**src/hdl/tsa_pkg.sv**
```systemverilog
// Shared types and constants for the timer slot allocator and period calculator.
// No dependencies; imported by the top level.
`default_nettype none

package tsa_pkg;

	// Request modes
	localparam logic [1:0] MODE_INIT    = 2'd0;
	localparam logic [1:0] MODE_SET     = 2'd1;
	localparam logic [1:0] MODE_RELEASE = 2'd2;
	localparam logic [1:0] MODE_QUERY   = 2'd3;

	// Result status codes
	localparam logic [2:0] STAT_OK        = 3'd0;
	localparam logic [2:0] STAT_BAD_ID    = 3'd1;
	localparam logic [2:0] STAT_IN_USE    = 3'd2;
	localparam logic [2:0] STAT_NOT_INIT  = 3'd3;
	localparam logic [2:0] STAT_BAD_UNIT  = 3'd4;
	localparam logic [2:0] STAT_RANGE     = 3'd5;

	// Accepted time unit exponents
	localparam logic [3:0] UNIT_S  = 4'd0;
	localparam logic [3:0] UNIT_MS = 4'd3;
	localparam logic [3:0] UNIT_US = 4'd6;
	localparam logic [3:0] UNIT_NS = 4'd9;

	localparam int unsigned CYCLE_W    = 10;
	localparam int unsigned NS_W       = 64;
	localparam int unsigned BASE_W     = 42;  // cycle_ns * (2^32 - 1)
	localparam int unsigned QUO_W      = 32;
	localparam logic [9:0]  CYCLE_RST  = 10'd25;
	localparam logic [2:0]  PRESC_MAX  = 3'd3;

	typedef enum logic [3:0] {
		ST_IDLE,
		ST_DECODE,
		ST_CHECK,
		ST_SCALE,
		ST_BASE,
		ST_RANGE,
		ST_PSEL,
		ST_LOAD,
		ST_DIV,
		ST_DONE
	} tsa_state_t;

	// Prescaler 1, 8, 64, 256 as shift amounts
	function automatic logic [3:0] presc_shift(input logic [1:0] code);
		logic [3:0] sh;
		begin
			unique case (code)
				2'd0: sh = 4'd0;
				2'd1: sh = 4'd3;
				2'd2: sh = 4'd6;
				default: sh = 4'd8;
			endcase
			return sh;
		end
	endfunction

endpackage

`default_nettype wire

```
**src/hdl/timer_slot_allocator_period_calc.sv**
```systemverilog
// Timer slot allocator with iterative period calculator (top level).
// Depends on tsa_pkg for codes, widths and the sequencer state type.
`default_nettype none

// Usage
//   A request transaction is taken at a rising edge with start high and busy low:
//   mode, timer_id, req_time and time_unit are captured there. busy stays high
//   until the result has been shown. Each request yields one result, present on
//   status, prescaler_code, period_count, wide_timer and slot_free for exactly one
//   cycle while done is high; the receiver cannot stall it, so take it then.
//   cycle_ns is written with cfg_wr_en/cfg_wr_data; the user must do this only
//   while the block is idle, as the block itself does not enforce it.
// Sequencing
//   Query, release and any request rejected at decode pass the decode step and
//   then raise done. A period calculation runs under a small sequencer: one
//   decode and one check step, up to nine multiply-by-ten steps (9 - time_unit)
//   plus one exit step, one limit step, one range step, up to four prescaler
//   compares, one load step and 32 steps of a bit-serial restoring divider,
//   then done. A new request may be accepted at the edge that ends the cycle
//   after done.
// Reset
//   arst_n clears all slots to free and not initialised and cycle_ns to 25.
module timer_slot_allocator_period_calc
	import tsa_pkg::*;
#(
	parameter int unsigned NUM_SLOTS = 9
) (
	input  wire logic        clk,
	input  wire logic        arst_n,
	input  wire logic        start,
	output logic             busy,
	input  wire logic [1:0]  mode,
	input  wire logic [3:0]  timer_id,
	input  wire logic [31:0] req_time,
	input  wire logic [3:0]  time_unit,
	input  wire logic        cfg_wr_en,
	input  wire logic [9:0]  cfg_wr_data,
	output logic             done,
	output logic [2:0]       status,
	output logic [1:0]       prescaler_code,
	output logic [31:0]      period_count,
	output logic             wide_timer,
	output logic             slot_free
);

	localparam int unsigned NUM_PAIRS = (NUM_SLOTS - 1) / 2;
	localparam int unsigned NUM_IDS   = NUM_SLOTS + NUM_PAIRS;
	localparam int unsigned SLOT_W    = $clog2(NUM_SLOTS);

	// Sequencer and slot flags
	tsa_state_t             state_q, state_d;
	logic [NUM_SLOTS-1:0]   free_q, free_d;
	logic [NUM_SLOTS-1:0]   ready_q, ready_d;
	logic [CYCLE_W-1:0]     cycle_q;

	// Captured request
	logic [1:0]             mode_q, mode_d;
	logic [3:0]             id_q, id_d;
	logic [31:0]            time_q, time_d;
	logic [3:0]             unit_q, unit_d;
	logic [SLOT_W-1:0]      idx_q, idx_d;
	logic                   id_ok_q, id_ok_d;

	// Arithmetic working registers
	logic [NS_W-1:0]        acc_q, acc_d;
	logic [BASE_W-1:0]      base_q, base_d;
	logic [4:0]             cnt_q, cnt_d;
	logic [1:0]             psel_q, psel_d;
	logic [CYCLE_W-1:0]     rem_q, rem_d;
	logic [QUO_W-1:0]       quo_q, quo_d;

	// Result registers
	logic [2:0]             status_q, status_d;
	logic [1:0]             code_q, code_d;
	logic [31:0]            period_q, period_d;
	logic                   wide_q, wide_d;

	// Decode of the captured id
	logic                   dec_ok;
	logic                   dec_pair;
	logic [SLOT_W-1:0]      dec_idx;
	logic [SLOT_W-1:0]      dec_idx_hi;

	// Arithmetic operands and results
	logic [BASE_W-1:0]      cyc_ext;
	logic [NS_W-1:0]        thresh;
	logic [NS_W-1:0]        dvd;
	logic [CYCLE_W:0]       trial;
	logic [CYCLE_W:0]       trial_diff;
	logic                   unit_ok;

	always_comb begin
		dec_ok   = (32'(id_q) < NUM_IDS);
		dec_pair = (32'(id_q) >= NUM_SLOTS);
		if (dec_pair) begin
			dec_idx = SLOT_W'((32'(id_q) - NUM_SLOTS) * 2 + 1);
		end else begin
			dec_idx = SLOT_W'(id_q);
		end
		dec_idx_hi = SLOT_W'(32'(dec_idx) + 1);
	end

	assign unit_ok = (unit_q == UNIT_S) || (unit_q == UNIT_MS) ||
	                 (unit_q == UNIT_US) || (unit_q == UNIT_NS);

	assign cyc_ext    = BASE_W'(cycle_q);
	assign thresh     = NS_W'(base_q) << presc_shift(psel_q);
	assign dvd        = acc_q >> presc_shift(psel_q);
	assign trial      = {rem_q, quo_q[QUO_W-1]};
	assign trial_diff = trial - (CYCLE_W+1)'(cycle_q);

	always_comb begin
		state_d  = state_q;
		free_d   = free_q;
		ready_d  = ready_q;
		mode_d   = mode_q;
		id_d     = id_q;
		time_d   = time_q;
		unit_d   = unit_q;
		idx_d    = idx_q;
		id_ok_d  = id_ok_q;
		acc_d    = acc_q;
		base_d   = base_q;
		cnt_d    = cnt_q;
		psel_d   = psel_q;
		rem_d    = rem_q;
		quo_d    = quo_q;
		status_d = status_q;
		code_d   = code_q;
		period_d = period_q;
		wide_d   = wide_q;

		unique case (state_q)
			ST_IDLE: begin
				if (start) begin
					mode_d  = mode;
					id_d    = timer_id;
					time_d  = req_time;
					unit_d  = time_unit;
					state_d = ST_DECODE;
				end
			end
			ST_DECODE: begin
				// clear the period fields; only a finished division sets them
				code_d   = 2'd0;
				period_d = 32'd0;
				idx_d    = dec_idx;
				id_ok_d  = dec_ok;
				wide_d   = dec_ok & dec_pair;
				status_d = STAT_OK;
				state_d  = ST_DONE;
				if (!dec_ok) begin
					status_d = STAT_BAD_ID;
				end else begin
					unique case (mode_q)
						MODE_INIT: begin
							if (!free_q[dec_idx] || (dec_pair && !free_q[dec_idx_hi])) begin
								status_d = STAT_IN_USE;
							end else begin
								free_d[dec_idx]  = 1'b0;
								ready_d[dec_idx] = 1'b1;
								if (dec_pair) begin
									free_d[dec_idx_hi] = 1'b0;
								end
								state_d = ST_CHECK;
							end
						end
						MODE_SET: begin
							state_d = ST_CHECK;
						end
						MODE_RELEASE: begin
							ready_d[dec_idx] = 1'b0;
							free_d[dec_idx]  = 1'b1;
							if (dec_pair) begin
								free_d[dec_idx_hi] = 1'b1;
							end
						end
						default: begin
						end
					endcase
				end
			end
			ST_CHECK: begin
				if (!ready_q[idx_q]) begin
					status_d = STAT_NOT_INIT;
					state_d  = ST_DONE;
				end else if (!unit_ok) begin
					status_d = STAT_BAD_UNIT;
					state_d  = ST_DONE;
				end else begin
					acc_d   = NS_W'(time_q);
					cnt_d   = 5'(UNIT_NS - unit_q);
					state_d = ST_SCALE;
				end
			end
			ST_SCALE: begin
				// scale to ns, one factor of ten per cycle
				if (cnt_q == 5'd0) begin
					state_d = ST_BASE;
				end else begin
					acc_d = (acc_q << 3) + (acc_q << 1);
					cnt_d = cnt_q - 5'd1;
				end
			end
			ST_BASE: begin
				// cycle_ns times the count limit of the timer width
				if (wide_q) begin
					base_d = (cyc_ext << 32) - cyc_ext;
				end else begin
					base_d = (cyc_ext << 16) - cyc_ext;
				end
				psel_d  = 2'd3;
				state_d = ST_RANGE;
			end
			ST_RANGE: begin
				// limit times 256 is the largest reachable time
				if (cycle_q == '0 || acc_q < NS_W'(cycle_q) || acc_q > thresh) begin
					status_d = STAT_RANGE;
					state_d  = ST_DONE;
				end else begin
					psel_d  = 2'd0;
					state_d = ST_PSEL;
				end
			end
			ST_PSEL: begin
				if (3'(psel_q) < PRESC_MAX && acc_q > thresh) begin
					psel_d = psel_q + 2'd1;
				end else begin
					state_d = ST_LOAD;
				end
			end
			ST_LOAD: begin
				// quotient fits 32 bits, so the upper half is below cycle_ns
				rem_d   = CYCLE_W'(dvd[NS_W-1:QUO_W]);
				quo_d   = dvd[QUO_W-1:0];
				cnt_d   = 5'(QUO_W - 1);
				state_d = ST_DIV;
			end
			ST_DIV: begin
				if (trial >= (CYCLE_W+1)'(cycle_q)) begin
					rem_d = CYCLE_W'(trial_diff);
					quo_d = {quo_q[QUO_W-2:0], 1'b1};
				end else begin
					rem_d = CYCLE_W'(trial);
					quo_d = {quo_q[QUO_W-2:0], 1'b0};
				end
				cnt_d = cnt_q - 5'd1;
				if (cnt_q == 5'd0) begin
					status_d = STAT_OK;
					code_d   = psel_q;
					if (wide_q) begin
						period_d = quo_d;
					end else begin
						period_d = {16'd0, quo_d[15:0]};
					end
					state_d = ST_DONE;
				end
			end
			ST_DONE: begin
				state_d = ST_IDLE;
			end
			default: begin
				state_d = ST_IDLE;
			end
		endcase
	end

	always_ff @(posedge clk or negedge arst_n) begin
		if (!arst_n) begin
			state_q <= ST_IDLE;
			free_q  <= '1;
			ready_q <= '0;
			cycle_q <= CYCLE_RST;
		end else begin
			state_q <= state_d;
			free_q  <= free_d;
			ready_q <= ready_d;
			if (cfg_wr_en) begin
				cycle_q <= cfg_wr_data;
			end
		end
	end

	always_ff @(posedge clk) begin
		mode_q   <= mode_d;
		id_q     <= id_d;
		time_q   <= time_d;
		unit_q   <= unit_d;
		idx_q    <= idx_d;
		id_ok_q  <= id_ok_d;
		acc_q    <= acc_d;
		base_q   <= base_d;
		cnt_q    <= cnt_d;
		psel_q   <= psel_d;
		rem_q    <= rem_d;
		quo_q    <= quo_d;
		status_q <= status_d;
		code_q   <= code_d;
		period_q <= period_d;
		wide_q   <= wide_d;
	end

	// Drive the result; free flags already hold the post-request state
	assign busy           = (state_q != ST_IDLE);
	assign done           = (state_q == ST_DONE);
	assign status         = status_q;
	assign prescaler_code = code_q;
	assign period_count   = period_q;
	assign wide_timer     = wide_q;
	assign slot_free      = id_ok_q & free_q[idx_q];

endmodule

`default_nettype wire
```
**config.mk**
```make
export PLATFORM = sky130hd
export DESIGN_NAME = timer_slot_allocator_period_calc
export DESIGN_NICKNAME = d
export VERILOG_FILES = /design/src/hdl/tsa_pkg.sv /design/src/hdl/timer_slot_allocator_period_calc.sv
export SDC_FILE = /design/constraint.sdc
export NUM_CORES = 1
export LEC_CHECK = 0
export BUFFER_PORTS_ARGS = -buffer_cell sky130_fd_sc_hd__buf_2
export CORE_ASPECT_RATIO = 0.75
export CORE_MARGIN = 2
export CORE_UTILIZATION = 40
export DETAILED_ROUTE_END_ITERATION = 8
export PLACE_DENSITY = 0.6
export SYNTH_ARGS = -nofsm -noshare
export SYNTH_HDL_FRONTEND = slang
export SYNTH_SLANG_ARGS = --single-unit
```
**constraint.sdc**
```tcl
create_clock -name clk -period 5.5 [get_ports clk]
set_input_delay 1.1 -clock clk [delete_from_list [all_inputs] [get_ports clk]]
set_output_delay 1.1 -clock clk [all_outputs]
set_load 0.01 [all_outputs]
```
## Yosys cells after proc, flatten, opt, wreduce, memory -nomap -nowiden

Index checks and enable logic that the tools add are counted.

| storage, ports and cells | value |
|---|---|
| bits in latches | 0 |
| flip-flop bits (word level) | 272 |
| bits in writable memories | 0 |
| output and inout port bits | 41 |
| memories kept | 0 |
| ROM bits | 0 |

| cells by class | value |
|---|---|
| magnitude comparators | 11 |
| equality and inequality tests | 28 |
| divide/modulo/power cells | 0 |
| $mul | 0 |
| shift operators | 2 |
| reductions and logical operators | 34 |
| bitwise gates (word level) | 10 |
| add/subtract/negate cells | 10 |
| multiplexer cells | 60 |

Operators by type and width:

| cell | number |
|---|---|
| two-way mux 64 bit | 3 |
| case mux 32 bit (2 select lines) | 2 |
| case mux 64 bit (2 select lines) | 1 |
| adder 64 bit | 1 |
| > comparator 64 bit | 1 |
| less-than comparator 64 x 10 -> 1 bit | 1 |
| two-way mux 32 bit | 2 |
| left shift 42 x 4 -> 64 bit | 1 |
| right shift 64 x 4 -> 42 bit | 1 |
| two-way mux 42 bit | 1 |
| subtractor 42 x 10 -> 42 bit | 1 |
| two-way mux 4 bit | 10 |
| two-way mux 9 bit | 4 |
| case mux 4 bit (9 select lines) | 1 |
| case mux 9 bit (2 select lines) | 2 |
| AND 9 bit | 3 |
| OR 9 bit | 3 |
| subtractor 26 x 10 -> 27 bit | 1 |
| != test 2 bit, second input constant | 11 |
| == test 4 x 3 -> 1 bit, second input constant | 5 |
| case mux 10 bit (2 select lines) | 1 |
| case mux 5 bit (4 select lines) | 1 |
| AND reduction 4 bit | 5 |
| NOT 9 bit | 2 |
| other kinds (44) | 91 |

## Logic depth before layout (Yosys ltp)

Gate-level depths: netlist of run 1.

| logic depth | value |
|---|---|
| depth in word-level cells | 13 |
| mapped depth | 22 |
| mapped depth without buffers | 18 |

## Least setup slack after synthesis of run 1

OpenSTA, ideal clock, no wires.

| timing | value |
|---|---|
| path type | register to register |
| from | register psel_q[0] |
| to | register psel_q[0] (enable) |
| data arrival time | 4.777 ns |
| path buffers | 4 |
| cell stages (with the launch flop) | 19 |
| path slack | 0.407 ns |
| clock period less this slack | 5.093 ns |
| data required time | 5.184 ns |
| cells stage by stage | edfxtp_1 inv_1 ha_1 clkbuf_1 buf_1 clkbuf_1 buf_1 nor2_1 a21oi_1 mux2i_1 or2_2 ha_1 nand2_1 or4_1 or4_1 inv_1 o21ai_0 a21o_1 a21oi_1 |

| on the way | value |
|---|---|
| longest elaborated chain between the ends | 7 |
| elaborated cells on any way between the ends | 12 |
| classes of those cells | order compare (2); eq/ne (4); shift (1); mux (1); reduce/logical (4) |

Ends and longest elaborated chain:

| what | RTL line | source |
|---|---|---|
| from (decl) | timer_slot_allocator_period_calc.sv:68 | `logic [1:0] psel_q, psel_d;` |
| from (signal assigned) | timer_slot_allocator_period_calc.sv:294 | `psel_q <= psel_d;` |
| == test 2 bit (tied with other cells) | tsa_pkg.sv:51 | `unique case (code)` |
| case mux 4 bit (3 select lines) | tsa_pkg.sv:51 |  |
| left shift 42 x 4 -> 64 bit | timer_slot_allocator_period_calc.sv:107 | `assign thresh = NS_W'(base_q) << presc_shift(psel_q);` |
| > comparator 64 bit | timer_slot_allocator_period_calc.sv:217, timer_slot_allocator_period_calc.sv:226 |  |
| logical AND 1 bit / logical OR 1 bit (equally long branches) | timer_slot_allocator_period_calc.sv:226, timer_slot_allocator_period_calc.sv:217 |  |
| != test 2 bit (no line) | n/a |  |
| AND reduction 3 bit (no line) (*) | n/a |  |

Every way passes the cells marked *; elsewhere a longest branch is shown, timed or not.
A chain may end at the register's enable or synchronous reset.

## Worst setup path after layout of run 1

| timing | value |
|---|---|
| from | register psel_q[0] |
| to | register psel_q[1] (enable) |

Same word-level chain as after synthesis.

==> flow_metrics.env, run 1 <==
export IMPL_cts_tree="built"
export IMPL_ys_seq_elements=272
export IMPL_fin_crit_sh_pct=92.6
export IMPL_num_rows=73
export IMPL_routabilityCongestion=0.947
export IMPL_arrival_ns=5.36
export IMPL_cp_cell_sequence="inv_1, ha_4, mux2_2, a22o_1, nor2_1, a21oi_1, nand2_1, ha_1, and2_0, nand4_1, nor4_1, nand2_1, or4_1, inv_1, o21ai_0, a21o_1, a21oi_1"
export IMPL_status="completed"
export IMPL_nNetsFinal=2502
export IMPL_layout_drive_gt1_share_pct=13.2
export IMPL_leakagePower_nw=9.36
export IMPL_maxSlewViolCount=0
export IMPL_grt_pass1_vias=17100
export IMPL_path_buf_inv=2
export IMPL_grt_pass1_wl_um=101000
export IMPL_critical_path_max_fanout=34
export IMPL_crit_type="reg2reg"
export IMPL_post_place_ws_ns=0.559
export IMPL_ioPinCount=97
export IMPL_cts_htree_levels=1
export IMPL_crit_family="simple AND/OR/NAND/NOR gates"
export IMPL_dieArea_um2=55600
export IMPL_async_flop_share_pct=11.8
export IMPL_rsz0062_at_grt="false"
export IMPL_antennaDiodeCount=0
export IMPL_r2r_cells=17
export IMPL_crit_slowest_cell="or4_1"
export IMPL_holdPathStages=1
export IMPL_wire_per_inst_um=21.5
export IMPL_setup_violations=0
export IMPL_grt_overflow_total=0
export IMPL_place_detailed_hpwl_um=49200
export IMPL_grt_busiest_layer="met1"
export IMPL_cp_depth=17
export IMPL_power_density_nw_per_um2=355
export IMPL_hold_class="reg2reg"
export IMPL_skew_ns=0.0509
export IMPL_dieHeight_um=205
export IMPL_drc_errors=0
export IMPL_crit_path_max_incr_delay_ns=0.64
export IMPL_wl_um=65000
export IMPL_die_width_um=272
export IMPL_hold_viol=0
export IMPL_cts_made_buffers=30
export IMPL_yosysWarnings=0
export IMPL_synth_area_um2=21500
export IMPL_critPathRequiredTime_ns=5.77
export IMPL_insertion_delay_ns=0.62
export IMPL_grt_antenna_before_repair=1
export IMPL_grt_met3_usage_pct=5.87
export IMPL_clk_path_buf_depth=3
export IMPL_initial_core_util_pct=40.5
export IMPL_grt_max_degree=94
export IMPL_tightest_slew_ns=1.16
export IMPL_slew_headroom_pct=22.9
export IMPL_cts_hold_buf=0
export IMPL_clock_fmax_ghz=0.196
export IMPL_crit_path_end_kind="register"
export IMPL_drtAntennaViolNets=0
export IMPL_track_usage_pct=23.1
export IMPL_dr_first_iter_drc_count=2211
export IMPL_grt_met1_usage_pct=36.0
export IMPL_coreArea_um2=53100
export IMPL_vias=18000
export IMPL_firstDrtPassIters=6
export IMPL_finalCriticalPeriod_ns=5.09
export IMPL_synth_distinct_cells=81
export IMPL_synth_ff_type="edfxtp_1"
export IMPL_cp_start_kind="register"
export IMPL_clkSlewWorstSetupHoldPaths_ns=0.07
export IMPL_setup_slack_ns=0.409
export IMPL_met2_usage_pct=31.3
export IMPL_postCtsResizedCells=0
export IMPL_synth_edf_count=240
export IMPL_cts_setup_buffers=0
export IMPL_vdd_ir_drop_worst_v=0.000272
export IMPL_syn_nets=2483
export IMPL_vias_per_cell=5.97
export IMPL_setup_tns_final_ns=0
export IMPL_cts_sinks=272
export IMPL_max_cap_viol_count=0
export IMPL_clockRootBuffer="clkbuf_16"
export IMPL_netlist_instances=2270
export IMPL_area_delta_synth_final_pct=9.90
export IMPL_port_buffers=96
export IMPL_syn_avg_cell_area_um2=9.47
export IMPL_ys_seq_area_share_pct=37.3
[path summary, 6_finish.rpt]
kind                            startpoint  slack, ns         end
worst min register to register    register       0.51    register
max in group asynchronous           arst_n       4.40  state_q[0]
worst max-delay path             psel_q[0]       0.41   psel_q[1]
min in group asynchronous           arst_n       0.57  cycle_q[2]
worst min-delay path              register       0.51    register
worst max register to register   psel_q[0]       0.41   psel_q[1]
[synth_stat cells, drive strengths merged, types with 7 or more instances]
master	instances	share of area, %
dfstp	12	1.5
a21o	63	2.2
xor2	31	1.3
edfxtp	240	34
o21a	12	0.42
and2	31	0.90
nor2b	34	0.99
o22ai	12	0.35
mux2	26	1.4
nor2	192	3.4
nor4	23	0.67
a22oi	7	0.24
or3	7	0.20
clkbuf	94	1.6
xnor2	40	1.6
a21oi	186	4.3
nand3	38	0.89
buf	35	0.72
a31oi	23	0.67
nand4	34	0.99
mux4	66	6.9
or2	8	0.23
a221oi	7	0.29
dfrtp	20	2.3
o21bai	16	0.56
o31ai	13	0.45
inv	86	1.5
nand2	284	5.0
and3	35	1.0
nand2b	16	0.47
ha	155	9.0
a211oi	34	1.2
o211ai	16	0.56
mux2i	93	4.3
nor3	36	0.89
o21ai	164	3.9
[logic make-up after synthesis]
logic type	share of synthesized area, %
compound gates	17.5
xor+xnor	2.89
fa+ha+maj	9.21
buf+inv	3.91
flops	37.3
mux	12.7
simple gates	16.5
[where the power goes]
| group | total (mW) | switching [mW] | internal [mW] |
|---|---|---|---|
| Combinational | 2.91 | 1.82 | 1.09 |
| Sequential | 3.39 | 0.418 | 2.97 |
| Clock | 2.08 | 0.897 | 1.19 |
| Total | 8.39 | 3.14 | 5.25 |
[per-layer routing]
layer | wire, µm | share of wire (%) | vias up
li1 | - | - | 8519
met1 | 31600 | 49 | 8668
met2 | 25400 | 39 | 771
met3 | 6460 | 9.9 | 87
met4 | 1480 | 2.3 | 0
met5 | 0 | 0 | -
[state kept, by name (all words and copies together), names as in the netlist, 3 cells and up, named ones only]
name and flops:
acc_q 64, base_q 42, period_count 32, quo_q 32
time_q 32, cycle_q 10, rem_q 10, free_q 9
cnt_q 5, id_q 4, idx_q 4, state_q 4
unit_q 4, status 3
[cells in the final DEF (no fill, tap or decap), types with 13 or more instances in the layout]
cell type	netlist	routed
o21ai_0	161	159
nor2b_1	34	34
buf_4	2	18
mux4_2	66	66
nand3_1	38	37
nor4_1	23	23
dfrtp_1	20	20
mux2_2	20	20
a21o_1	63	63
nand2_1	284	284
mux2i_1	93	93
edfxtp_1	240	240
inv_1	82	82
a31oi_1	23	23
and3_1	35	34
o211ai_1	16	16
ha_1	155	151
and2_1	30	30
o31ai_1	13	13
nand4_1	34	34
o21bai_1	16	16
clkbuf_16	0	30
a21oi_1	186	186
xnor2_1	40	40
a211oi_1	32	32
xor2_1	31	31
buf_2	7	96
nor3_1	35	32
nand2b_1	16	15
nor2_1	192	191
[area by class of cell]
cell class | count | area (µm²)
Inverter | 88 | 333
Clock buffer | 33 | 762
Tap cell | 712 | 891
Sequential cell | 272 | 8020
Clock inverter | 22 | 236
Multi-Input combinational cell | 1781 | 12700
Timing Repair Buffer | 116 | 656
Fill cell | 5128 | 29500
[per-stage QoR]
stage | hold WS, ns | cell area, µm² | utilization, % | std cells | total power [mW]
global placement | 0.486 | 22600 | 42.6 | 2969 | 6.24
floorplan | 0.465 | 21500 | - | 2270 | 5.36
CTS | 0.514 | 23600 | 44.5 | 3024 | 8.39
finish | 0.513 | 23600 | 44.5 | 3024 | 8.39
detailed placement | 0.493 | 22600 | 42.6 | 2969 | 6.29
global route | 0.523 | 23600 | 44.5 | 3024 | 8.90
Power figures use the tool's default switching activity.
==> inputs of run 2 (changes only) <==
BUFFER_PORTS_ARGS = not set   (was -buffer_cell sky130_fd_sc_hd__buf_2)
DONT_BUFFER_PORTS = 1   (was not set)
PLACE_DENSITY = 0.58   (was 0.6)
REMOVE_ABC_BUFFERS = 1   (was not set)
==> run 2 against run 1 <==
Against the previous run:
- register-to-register slack got worse by 0.05 ns
- critical path depth did not move
- cell count fell by 2.9%
- flip-flop and latch count did not move
- setup slack got worse by 0.050 ns
- via count fell by 1.2%
- largest cell class unchanged
- largest power group unchanged
- highest routed layer unchanged
==> flow_metrics.env, run 2 (same netlist as run 1, synthesis figures left out) <==
export IMPL_vdd_ir_drop_worst_v=0.000259
export IMPL_coreArea_um2=53100
export IMPL_grt_overflow_total=0
export IMPL_track_usage_pct=23.1
export IMPL_cp_start_kind="register"
export IMPL_finalCriticalPeriod_ns=5.14
export IMPL_cts_setup_buffers=0
export IMPL_largest_reg_flops=64
export IMPL_most_common_layout_cells="nand2_1, edfxtp_1, nor2_1"
export IMPL_grt_pass1_vias=16900
export IMPL_clkPwrFrac_pct=24.9
export IMPL_cts_tree="built"
export IMPL_r2r_cells=17
export IMPL_swShare_pct=37.8
export IMPL_crit_path_end_kind="register"
export IMPL_leakagePower_nw=8.99
export IMPL_post_place_ws_ns=0.402
export IMPL_grt_max_degree=99
export IMPL_vias=17800
export IMPL_power_total_mw=8.23
export IMPL_path_buf_inv=2
export IMPL_drc_errors=0
export IMPL_num_rows=73
export IMPL_wire_per_inst_um=22.4
export IMPL_layout_commonest_cell="nand2_1"
export IMPL_place_detailed_hpwl_um=49400
export IMPL_crit_path_max_incr_delay_ns=0.65
export IMPL_clock_fmax_ghz=0.195
export IMPL_max_cap_viol_count=0
export IMPL_critical_path_max_fanout=40
export IMPL_power_frac_comb_pct=33.4
export IMPL_cts_made_buffers=30
export IMPL_critPathRequiredTime_ns=5.78
export IMPL_hold_viol=0
export IMPL_grt_pass1_wl_um=101000
export IMPL_met3_length_um=5620
export IMPL_maxSlewViolCount=0
export IMPL_p_switching_mw=3.11
export IMPL_tightest_slew_ns=1.14
export IMPL_ioPinCount=97
export IMPL_skew_ns=0.0235
export IMPL_rsz0062_at_grt="false"
export IMPL_clockRootBuffer="clkbuf_16"
export IMPL_regMostFlops="acc_q"
export IMPL_met2_length_um=27100
export IMPL_grt_antenna_before_repair=1
export IMPL_drtAntennaViolNets=0
export IMPL_cp_cell_sequence="inv_1, ha_4, buf_4, mux4_2, mux2i_1, nor2_1, a31oi_1, ha_1, nand4_1, or4_1, a21o_1, o211ai_1, a31oi_1, o21a_1, o2111ai_1, a21oi_1, nor2_1"
export IMPL_crit_slowest_cell="ha_4"
export IMPL_p_seq_share_pct=41.8
export IMPL_dieHeight_um=205
export IMPL_area_delta_synth_final_pct=7.77
export IMPL_met1_length_um=31700
export IMPL_vias_per_cell=6.07
export IMPL_crit_family="compound AO/OA/AOI/OAI gates"
export IMPL_initial_core_util_pct=40.5
export IMPL_cts_hold_buf=0
export IMPL_clk_path_buf_depth=3
export IMPL_dieArea_um2=55600
export IMPL_slew_headroom_pct=23.9
export IMPL_nNetsFinal=2412
export IMPL_r2r_start="psel_q[0]"
export IMPL_wl_um=65700
export IMPL_setup_slack_ns=0.359
export IMPL_arrival_ns=5.42
export IMPL_power_density_nw_per_um2=356
export IMPL_crit_type="reg2reg"
export IMPL_dr_first_iter_drc_count=2032
export IMPL_layout_drive_gt1_share_pct=9.54
export IMPL_insertion_delay_ns=0.60
export IMPL_top_layer="met4"
export IMPL_cp_startpoint="psel_q[0]"
export IMPL_postCtsResizedCells=0
export IMPL_setup_violations=0
export IMPL_die_width_um=272
export IMPL_top_regs="acc_q x64, base_q x42"
export IMPL_fin_crit_sh_pct=93.5
export IMPL_internal_power_mw=5.12
export IMPL_cts_htree_levels=1
export IMPL_status="completed"
export IMPL_rr_endpoint="status[2]"
export IMPL_rrSetupSlack_ns=0.36
export IMPL_cts_sinks=272
export IMPL_hold_class="in2async"
export IMPL_port_buffers=0
export IMPL_clkSlewWorstSetupHoldPaths_ns=0.07
export IMPL_firstDrtPassIters=7
export IMPL_routabilityCongestion=0.928
run 2: changes by cell type in the layout (fill, tap and decap cells not counted), moves of 2 or more:
cell	change
buf_2	-96
buf_4	+7
clkinv_1	+3
clkinv_2	-3
clkinvlp_4	-3
inv_6	+3
buf_12	-2
run 2: worst max-delay path by stage:
stage / endpoint / slack [ns] / depth (start not counted)
finish: status[2] / 0.36 / 17
global route: psel_q[1] / 0.08 / 17
CTS: status[2] / 0.38 / 17
detailed placement: status[1] / 0.40 / 17
global placement: status[1] / 0.43 / 17
floorplan: psel_q[0] / -1.80 / 14
run 2: per-layer routing:
metal	vias to the layer above	track usage (%)
li1	8344	-
met1	8725	35.3
met4	0	4.49
met3	84	5.60
met5	-	0
met2	673	33.0
run 2: cell type report:
type,count,area [µm²]
fillers,5106,29900
diodes,1,2.50
flip-flops and latches,272,8020
repair buffers,26,215
clock buffers,34,766
well taps,712,891
inverters,88,333
clock inverters,22,218
multi-input cells,1781,12700
run 2: per-stage QoR:
step,instances,hold slack (ns),setup TNS (ns),area [µm²],utilization (%)
finish,2936,0.206,0,23200,43.6
global route,2935,0.178,0,23200,43.6
CTS,2934,0.179,0,23100,43.6
detailed placement,2878,0.495,0,22100,41.7
global placement,2878,0.488,0,22100,41.7
floorplan,2141,0.465,-16.27,21000,-
run 2: power groups by stage:
stage / registers [mW] / logic [mW] / clock network, mW
6_report: 3.44 / 2.75 / 2.05
5_1_grt: 3.49 / 3.07 / 2.16
4_1_cts: 3.43 / 2.73 / 2.08
3_5_place_dp: 3.47 / 2.72 / 0
3_3_place_gp: 3.46 / 2.67 / 0
2_1_floorplan: 3.35 / 1.97 / 0
